**config.mk**
```make
export PLATFORM = sky130hd
export DESIGN_NAME = cbad_ctrl
export DESIGN_NICKNAME = d
export VERILOG_FILES = /design/src/hdl/cbad_pkg.sv /design/src/hdl/cbad_ctrl.sv
export SDC_FILE = /design/constraint.sdc
export NUM_CORES = 1
export LEC_CHECK = 0
export BUFFER_PORTS_ARGS = -buffer_cell sky130_fd_sc_hd__buf_2
export CAP_MARGIN = 5
export CELL_PAD_IN_SITES_DETAIL_PLACEMENT = 0
export CELL_PAD_IN_SITES_GLOBAL_PLACEMENT = 1
export CORE_AREA = 2 2 39 41
export CTS_CLUSTER_DIAMETER = 150
export CTS_CLUSTER_SIZE = 10
export DETAILED_ROUTE_END_ITERATION = 12
export DIE_AREA = 0 0 41 43
export PLACE_DENSITY_LB_ADDON = 0.1
export RECOVER_POWER = 100
export SLEW_MARGIN = 20
export SYNTH_ARGS = -nofsm -noshare
export SYNTH_HDL_FRONTEND = slang
export SYNTH_SLANG_ARGS = --single-unit
```
**constraint.sdc**
```tcl
create_clock -name clk -period 0.8 [get_ports clk]
set_input_delay 0.16 -clock clk [delete_from_list [all_inputs] [get_ports clk]]
set_output_delay 0.16 -clock clk [all_outputs]
set_load 0.005 [all_outputs]
```
**src/hdl/cbad_pkg.sv**
```systemverilog
// Shared types and constants for the CPU bus address decoder.
`timescale 1ns / 1ps

package cbad_pkg;

    // Request codes
    localparam logic [1:0] REQ_READ  = 2'd0;
    localparam logic [1:0] REQ_WRITE = 2'd1;
    localparam logic [1:0] REQ_PAD   = 2'd2;

    // Target codes
    localparam logic [2:0] TGT_RAM      = 3'd0;
    localparam logic [2:0] TGT_PPU      = 3'd1;
    localparam logic [2:0] TGT_APU      = 3'd2;
    localparam logic [2:0] TGT_CART     = 3'd3;
    localparam logic [2:0] TGT_PAD      = 3'd4;
    localparam logic [2:0] TGT_IO       = 3'd5;
    localparam logic [2:0] TGT_UNMAPPED = 3'd6;
    localparam logic [2:0] TGT_DMA      = 3'd7;

    // Memory map boundaries
    localparam logic [15:0] ADDR_PPU_BASE  = 16'h2000;
    localparam logic [15:0] ADDR_PPU_LAST  = 16'h3FFF;
    localparam logic [15:0] ADDR_APU_LAST  = 16'h4013;
    localparam logic [15:0] ADDR_DMA       = 16'h4014;
    localparam logic [15:0] ADDR_APU_STAT  = 16'h4015;
    localparam logic [15:0] ADDR_PAD0      = 16'h4016;
    localparam logic [15:0] ADDR_PAD1      = 16'h4017;
    localparam logic [15:0] ADDR_UNMAPPED  = 16'h4018;
    localparam logic [15:0] ADDR_CART_BASE = 16'h6000;

    // Size of the mirrored RAM window below the PPU range
    localparam int RAM_WINDOW = 8192;

    typedef struct packed {
        logic [1:0]  req_type;
        logic [15:0] address;
        logic [7:0]  write_data;
        logic        pad_index;
        logic [7:0]  pad_buttons;
    } cbad_req_t;

    typedef struct packed {
        logic [2:0]  target;
        logic        is_write;
        logic [2:0]  ppu_register;
        logic [15:0] forward_address;
        logic [7:0]  forward_data;
        logic [7:0]  read_data;
    } cbad_rsp_t;

    typedef enum logic [1:0] {
        ST_CLEAR,
        ST_IDLE,
        ST_EXEC
    } cbad_state_t;

    // Controller to datapath
    typedef struct packed {
        logic clear_en;
        logic capture;
        logic commit;
    } cbad_cmd_t;

    // Datapath to controller
    typedef struct packed {
        logic clear_last;
        logic out_free;
    } cbad_stat_t;

endpackage

```
**src/hdl/cbad_ctrl.sv**
```systemverilog
// Controller state machine: RAM clear after reset, capture and commit.
`timescale 1ns / 1ps

module cbad_ctrl
    import cbad_pkg::*;
(
    input  logic       clk,
    input  logic       rst_n,
    input  logic       req_valid,
    output logic       req_stall,
    input  cbad_stat_t stat,
    output cbad_cmd_t  cmd
);

    cbad_state_t state_reg, state_next;

    // State register
    always_ff @(posedge clk or negedge rst_n)
    begin
        if (!rst_n)
        begin
            state_reg <= ST_CLEAR;
        end
        else
        begin
            state_reg <= state_next;
        end
    end

    // Next state and commands
    always_comb
    begin
        state_next   = state_reg;
        cmd          = '0;
        unique case (state_reg)
            ST_CLEAR:
            begin
                cmd.clear_en = 1'b1;
                if (stat.clear_last)
                begin
                    state_next = ST_IDLE;
                end
            end
            ST_IDLE:
            begin
                if (req_valid)
                begin
                    cmd.capture = 1'b1;
                    state_next  = ST_EXEC;
                end
            end
            ST_EXEC:
            begin
                if (stat.out_free)
                begin
                    cmd.commit = 1'b1;
                    state_next = ST_IDLE;
                end
            end
            default:
            begin
                state_next = ST_CLEAR;
            end
        endcase
    end

    assign req_stall = (state_reg != ST_IDLE);

endmodule

```
==> metrics.yaml, run 1 <==
die:
  design.portCount: 9
  die_area_um2: 1763
  row_count: 14
  core_um2: 1384
  die_h_um: 43
  start_util: 0.07595
  die_x_um: 41
worst_setup_path:
  required_ps: 640
  worst_setup_path_end_kind: "primary output"
  startpoint_type: "flip-flop"
  crit_type: "reg -> out"
  crit_arrival_ps: 1000
  critPathMaxFanout: 4
logic_synthesis:
  synth_top_family_by_area: "simple AND/OR/NAND/NOR gates"
  synth-seq-area-share: 0.4762
  synth_xor_area_frac: 0
  synth_simple_gate_area_frac: 0.2500
  synth_area_um2: 105.1
  synth_area_leaders: "dfrtp_1, nor2_1, mux2i_1, and3b_1, a21o_1"
  synth-seq-cells: 2
  synthAdderAreaFrac: 0
  synth_area_leader_cell: "dfrtp_1"
  syn-num-nets: 16
  syn_avg_cell_area_um2: 9.555
  yosysWarnings: 0
  muxShareOfSynthArea: 0.09524
  synth_compound_area_frac: 0.1429
  postSynthCellCount: 11
  synth.top_cell.area_share: 0.4762
  synth.distinct_cells: 8
cts:
  clkSinkCount: 2
  clock_latency_ps: 230
  tritoncts: "built"
  clock-root-buffer: "clkbuf_4"
  htreeDepth: 1
  clockBufferDepth: 2
  path_clk_slew_ps: 30
  cts_buffers: 3
timing:
  drv_slew: 0
  fin_crit_sh: 1.447
  slew_headroom: 0.9100
  setup_violations: 6
  rsz0062_at_grt: "true"
  min_period_ps: 1158
  max_freq_ghz: 0.8639
  hold_viol: 0
  fin_skew_ps: 3.886
  worst_slew_pin_slew_ps: 131.2
  setup_ws_ps: -357.6
place:
  place.gp.congestion: 0.5356
  place_ws_ps: -166.2
  io_buffers: 8
finish:
  final_cell_mix: "buf_2, buf_4, clkbuf_4, buf_6, nor2_1"
  area_growth_pct: 158.3
  diodes: 0
  largest_reg_flops: 2
  fin_nets: 36
  layout_commonest_cell: "buf_2"
  multi_input_area_um2: 66.31
  layout-drive-gt1-share: 0.6552
  seq_area_um2: 51.30
  fillers: 152
power:
  powerDensity_nw_per_um2: 3532
  peakVddDrop_uv: 693.5
  power_w: 0.0009590
  leakage_nw: 0.1498
detailed_routing:
  drt-wirelength-per-cell_um: 7.422
  viasPerCell: 3.022
  antenna_left: 0
  wirelength_um: 334
  dr_total_vias: 136
  dr.pass1.iters: 1
  drt-initial-drc-count: 0
  drc_errors: 0
status:
  outcome: "complete, but fails checks"
  violations: "negative setup slack"
grt:
  grt_max_degree: 6
  grt.total_usage: 0.04618
  grt_overflow_total: 0
  grt_first_pass_wirelength_um: 462
  grt_antenna_before_repair: 0
  grt_pass1_vias: 146
hold_path:
  hold_class: "in -> reg"
run:
  maxCapViolCount: 0
layout make-up:
type                    instances  share of cell area
multi-input cells               8              0.2442
repair buffers                 15              0.3963
clock buffers                   3             0.08295
flip-flops and latches          2              0.1889
inverters                       1             0.01382
well taps                      16             0.07373
cells by family after synthesis:
logic type,after synthesis
AO/OA/AOI/OAI,2
buffers and inverters,1
flip-flops,2
multiplexers,1
AND/OR/NAND/NOR,5
report_power, final:
group / switching [W] / internal, W
registers: 0.0000697 / 0.000155
logic: 0.000158 / 0.000350
clock network: 0.0000601 / 0.000166
total: 0.000288 / 0.000671
metrics by stage:
stage	util	hold WS [ps]	instance area [um2]	std cells	setup TNS, ps
floorplan	-	-135.6	107.6	11	-120.7
global placement	0.1374	-54.32	190.2	38	-559.9
detailed placement	0.1374	-49.36	190.2	38	-523.4
CTS	0.1835	227.9	254.0	43	-1618
global route	0.1962	246.3	271.5	45	-2030
finish	0.1962	230.3	271.5	45	-1775
Yosys cell counts:
master / number
mux2i_1: 1
inv_1: 1
nand2b_1: 1
and3b_1: 1
dfrtp_1: 2
nor2_1: 3
o21bai_1: 1
a21o_1: 1
critical path: stages (launching register included):
cell	delay, ps
dfrtp_2	430
and3b_1	230
buf_2	110
what timing repair did:
item | CTS | global route
gates resized for setup | 5 | 1
pin swaps | 1 | 0
setup buffers | 1 | 2
hold endpoints to repair | 2 | 0
setup endpoints to repair | 6 | 6
hold buffers | 1 | 0
routing by layer:
metal,GRT usage,up-vias,share of wire
met3,0.01571,0,0.15
met4,0.08000,0,0
met5,0,-,0
met2,0.06563,7,0.48
met1,0.03215,56,0.37
li1,-,73,-
worst paths after layout:
path / from / to / slack [ps] / cells past startpoint
worst min register to register: state_reg[1] / state_reg[0] / 530 / 1
worst max register to register: state_reg[1] / state_reg[0] / -300 / 4
max in group asynchronous: rst_n / state_reg[0] / 400 / 2
min in group asynchronous: rst_n / state_reg[0] / 260 / 2
worst max-delay path: state_reg[0] / cmd[0] / -360 / 2
worst min-delay path: stat[1] / state_reg[0] / 230 / 3
Note: power is estimated with default switching activity, not from simulation.
==> inputs of run 2 (changes only) <==
- SETUP_SLACK_MARGIN: not set -> 0.5
==> metrics.yaml, run 2 (same netlist as run 1, synthesis figures left out) <==
status:
  outcome: "complete, but fails checks"
  violations: "negative hold slack, negative setup slack"
worst_setup_path:
  worst_setup_path_end_kind: "primary output"
  critPathTopFamily: "flip-flops"
  crit_type: "reg -> out"
  critPathMaxFanout: 5  # +1
  crit_buf_inv: 1  # unchanged
  slowest_delay_ps: 430  # about the same
  startpoint_type: "flip-flop"
  cp_cell_sequence: "and3b_1, buf_2"
  worst_path_max_delay_cell: "dfrtp_2"
  crit_arrival_ps: 1010  # about the same
  required_ps: 640  # about the same
die:
  row_count: 14  # unchanged
  die_h_um: 43  # unchanged
  die_area_um2: 1763  # unchanged
  core_um2: 1384  # unchanged
  design.portCount: 9  # unchanged
  start_util: 0.07595  # unchanged
  die_x_um: 41  # unchanged
timing:
  max_freq_ghz: 0.8566  # -0.85%
  fin_crit_sh: 1.459  # +0.01233
  setup_tns_ps: -1569  # +205.5 ps
  worst_slew_pin_slew_ps: 131.0  # -0.1928 ps
  min_period_ps: 1167  # +9.867 ps
  fin_worst_hold_slack_ps: -278.6  # -508.9 ps
  rsz0062_at_grt: "true"
  fin_skew_ps: 2.468  # -1.418 ps
  drv_slew: 0  # unchanged
  hold_viol: 2  # +2
  setup_violations: 6  # unchanged
  setup_ws_ps: -367.4  # -9.867 ps
  slew_headroom: 0.9102  # about the same
finish:
  diodes: 0  # unchanged
  fin_cells: 42  # -6.7%
  fin_nets: 33  # -8.3%
  area_growth_pct: 131.0
  layout-drive-gt1-share: 0.6538  # -0.001326
  largest_reg_flops: 2  # unchanged
  fillers: 160  # +5.3%
  fin_util: 0.1754  # -0.02080
  final_cell_mix: "buf_2, clkbuf_4, buf_4"
  layout_commonest_cell: "buf_2"
detailed_routing:
  drt-wirelength-per-cell_um: 8.357  # +13%
  viasPerCell: 3.143  # +4.0%
  wirelength_um: 351  # +5.1%
  dr.pass1.iters: 1  # unchanged
  drc_errors: 0  # unchanged
  dr_total_vias: 132  # -2.9%
  antenna_left: 0  # unchanged
  drt-initial-drc-count: 0  # unchanged
grt:
  use_met2: 0.06875  # +0.003125
  grt_max_degree: 6  # unchanged
  grt_pass1_vias: 147  # +0.68%
  grt_first_pass_wirelength_um: 524  # +13%
  grt_use_met3: 0.03141  # +0.01571
  use_met1: 0.04180  # +0.009646
  grt_overflow_total: 0  # unchanged
  grt.busiest_layer: "met4"
  grt_antenna_before_repair: 0  # unchanged
  grt.total_usage: 0.05321  # +0.007028
cts:
  clock_latency_ps: 220  # about the same
  clockBufferDepth: 2  # unchanged
  cts_buffers: 3  # unchanged
  clock-root-buffer: "clkbuf_4"
  clkSinkCount: 2  # unchanged
  tritoncts: "built"
  htreeDepth: 1  # unchanged
  path_clk_slew_ps: 30  # about the same
place:
  place_inst: 36  # -5.3%
  place_hpwl_um: 263.7
  place.gp.congestion: 0.5255  # -1.9%
  io_buffers: 8  # unchanged
power:
  p_sw_w: 0.0002832  # -1.6%
  netSwitchingFraction: 0.3143  # +0.01424
  leakage_nw: 0.1343  # -10%
  p_int_w: 0.0006178  # -8.0%
  peakVddDrop_uv: 509.5  # -27%
  seqPwrFrac: 0.242  # +0.008
  pwr-share-clk: 0.248  # +0.013
  combPwrFrac: 0.510  # -0.020
  powerDensity_nw_per_um2: 3712  # +5.1%
hold_path:
  hold_class: "in -> async"
run:
  maxCapViolCount: 0  # unchanged
[run 2: cell count changes in the layout (fill, tap and decap cells not counted)]
cell / before / now
dlygate4sd3_1: 1 / 0
buf_4: 4 / 3
buf_6: 3 / 2
[run 2: cell type report]
type                       instances  area (um2)  share of cell area
inverter                           1       3.754             0.01546
multi-input combinational          8       66.31              0.2732
timing repair buffer              12       78.83              0.3247
clock buffer                       3       22.52             0.09278
tap                               16       20.02             0.08247
sequential                         2       51.30              0.2113
[run 2: worst paths after layout]
check | from | to | slack (ps) | depth (start not counted)
worst max-delay path | state_reg[0] | cmd[0] | -370 | 2
worst min-delay path | rst_n | state_reg[1] | -280 | 1
worst max register to register | state_reg[0] | state_reg[0] | -200 | 3
worst min register to register | state_reg[1] | state_reg[0] | 600 | 2
max in group asynchronous | rst_n | state_reg[0] | 930 | 1
min in group clk | stat[1] | state_reg[0] | 230 | 3
[run 2: through the flow]
step | setup slack [ps] | area [um2] | power (W)
finish | -367.4 | 242.7 | 0.0009010
global route | -395.9 | 242.7 | 0.0009620
CTS | -370.3 | 235.2 | 0.0008979
detailed placement | -136.9 | 175.2 | 0.0004940
global placement | -146.1 | 175.2 | 0.0005050
floorplan | -48.67 | 107.6 | 0.0003365
[run 2: repair_timing]
action,CTS,global route
resized for setup,3,2
endpoints found under the hold margin,2,2
endpoints found under the setup margin,6,6
setup buffers,3,0
pin swaps,1,1
[run 2: per-layer routing]
metal	part of all wire	wire length (um)
met1	0.30	104
met2	0.54	189
met3	0.16	56
met4	0	0
met5	0	0
[run 2: power by group through the flow]
stage,logic [W],registers [W],clock network (W)
after detailed placement,0.000294,0.000200,0
after global placement,0.000297,0.000208,0
after CTS,0.000442,0.000214,0.000242
after global routing,0.000498,0.000226,0.000239
final,0.000459,0.000218,0.000224
after floorplan,0.000140,0.000197,0
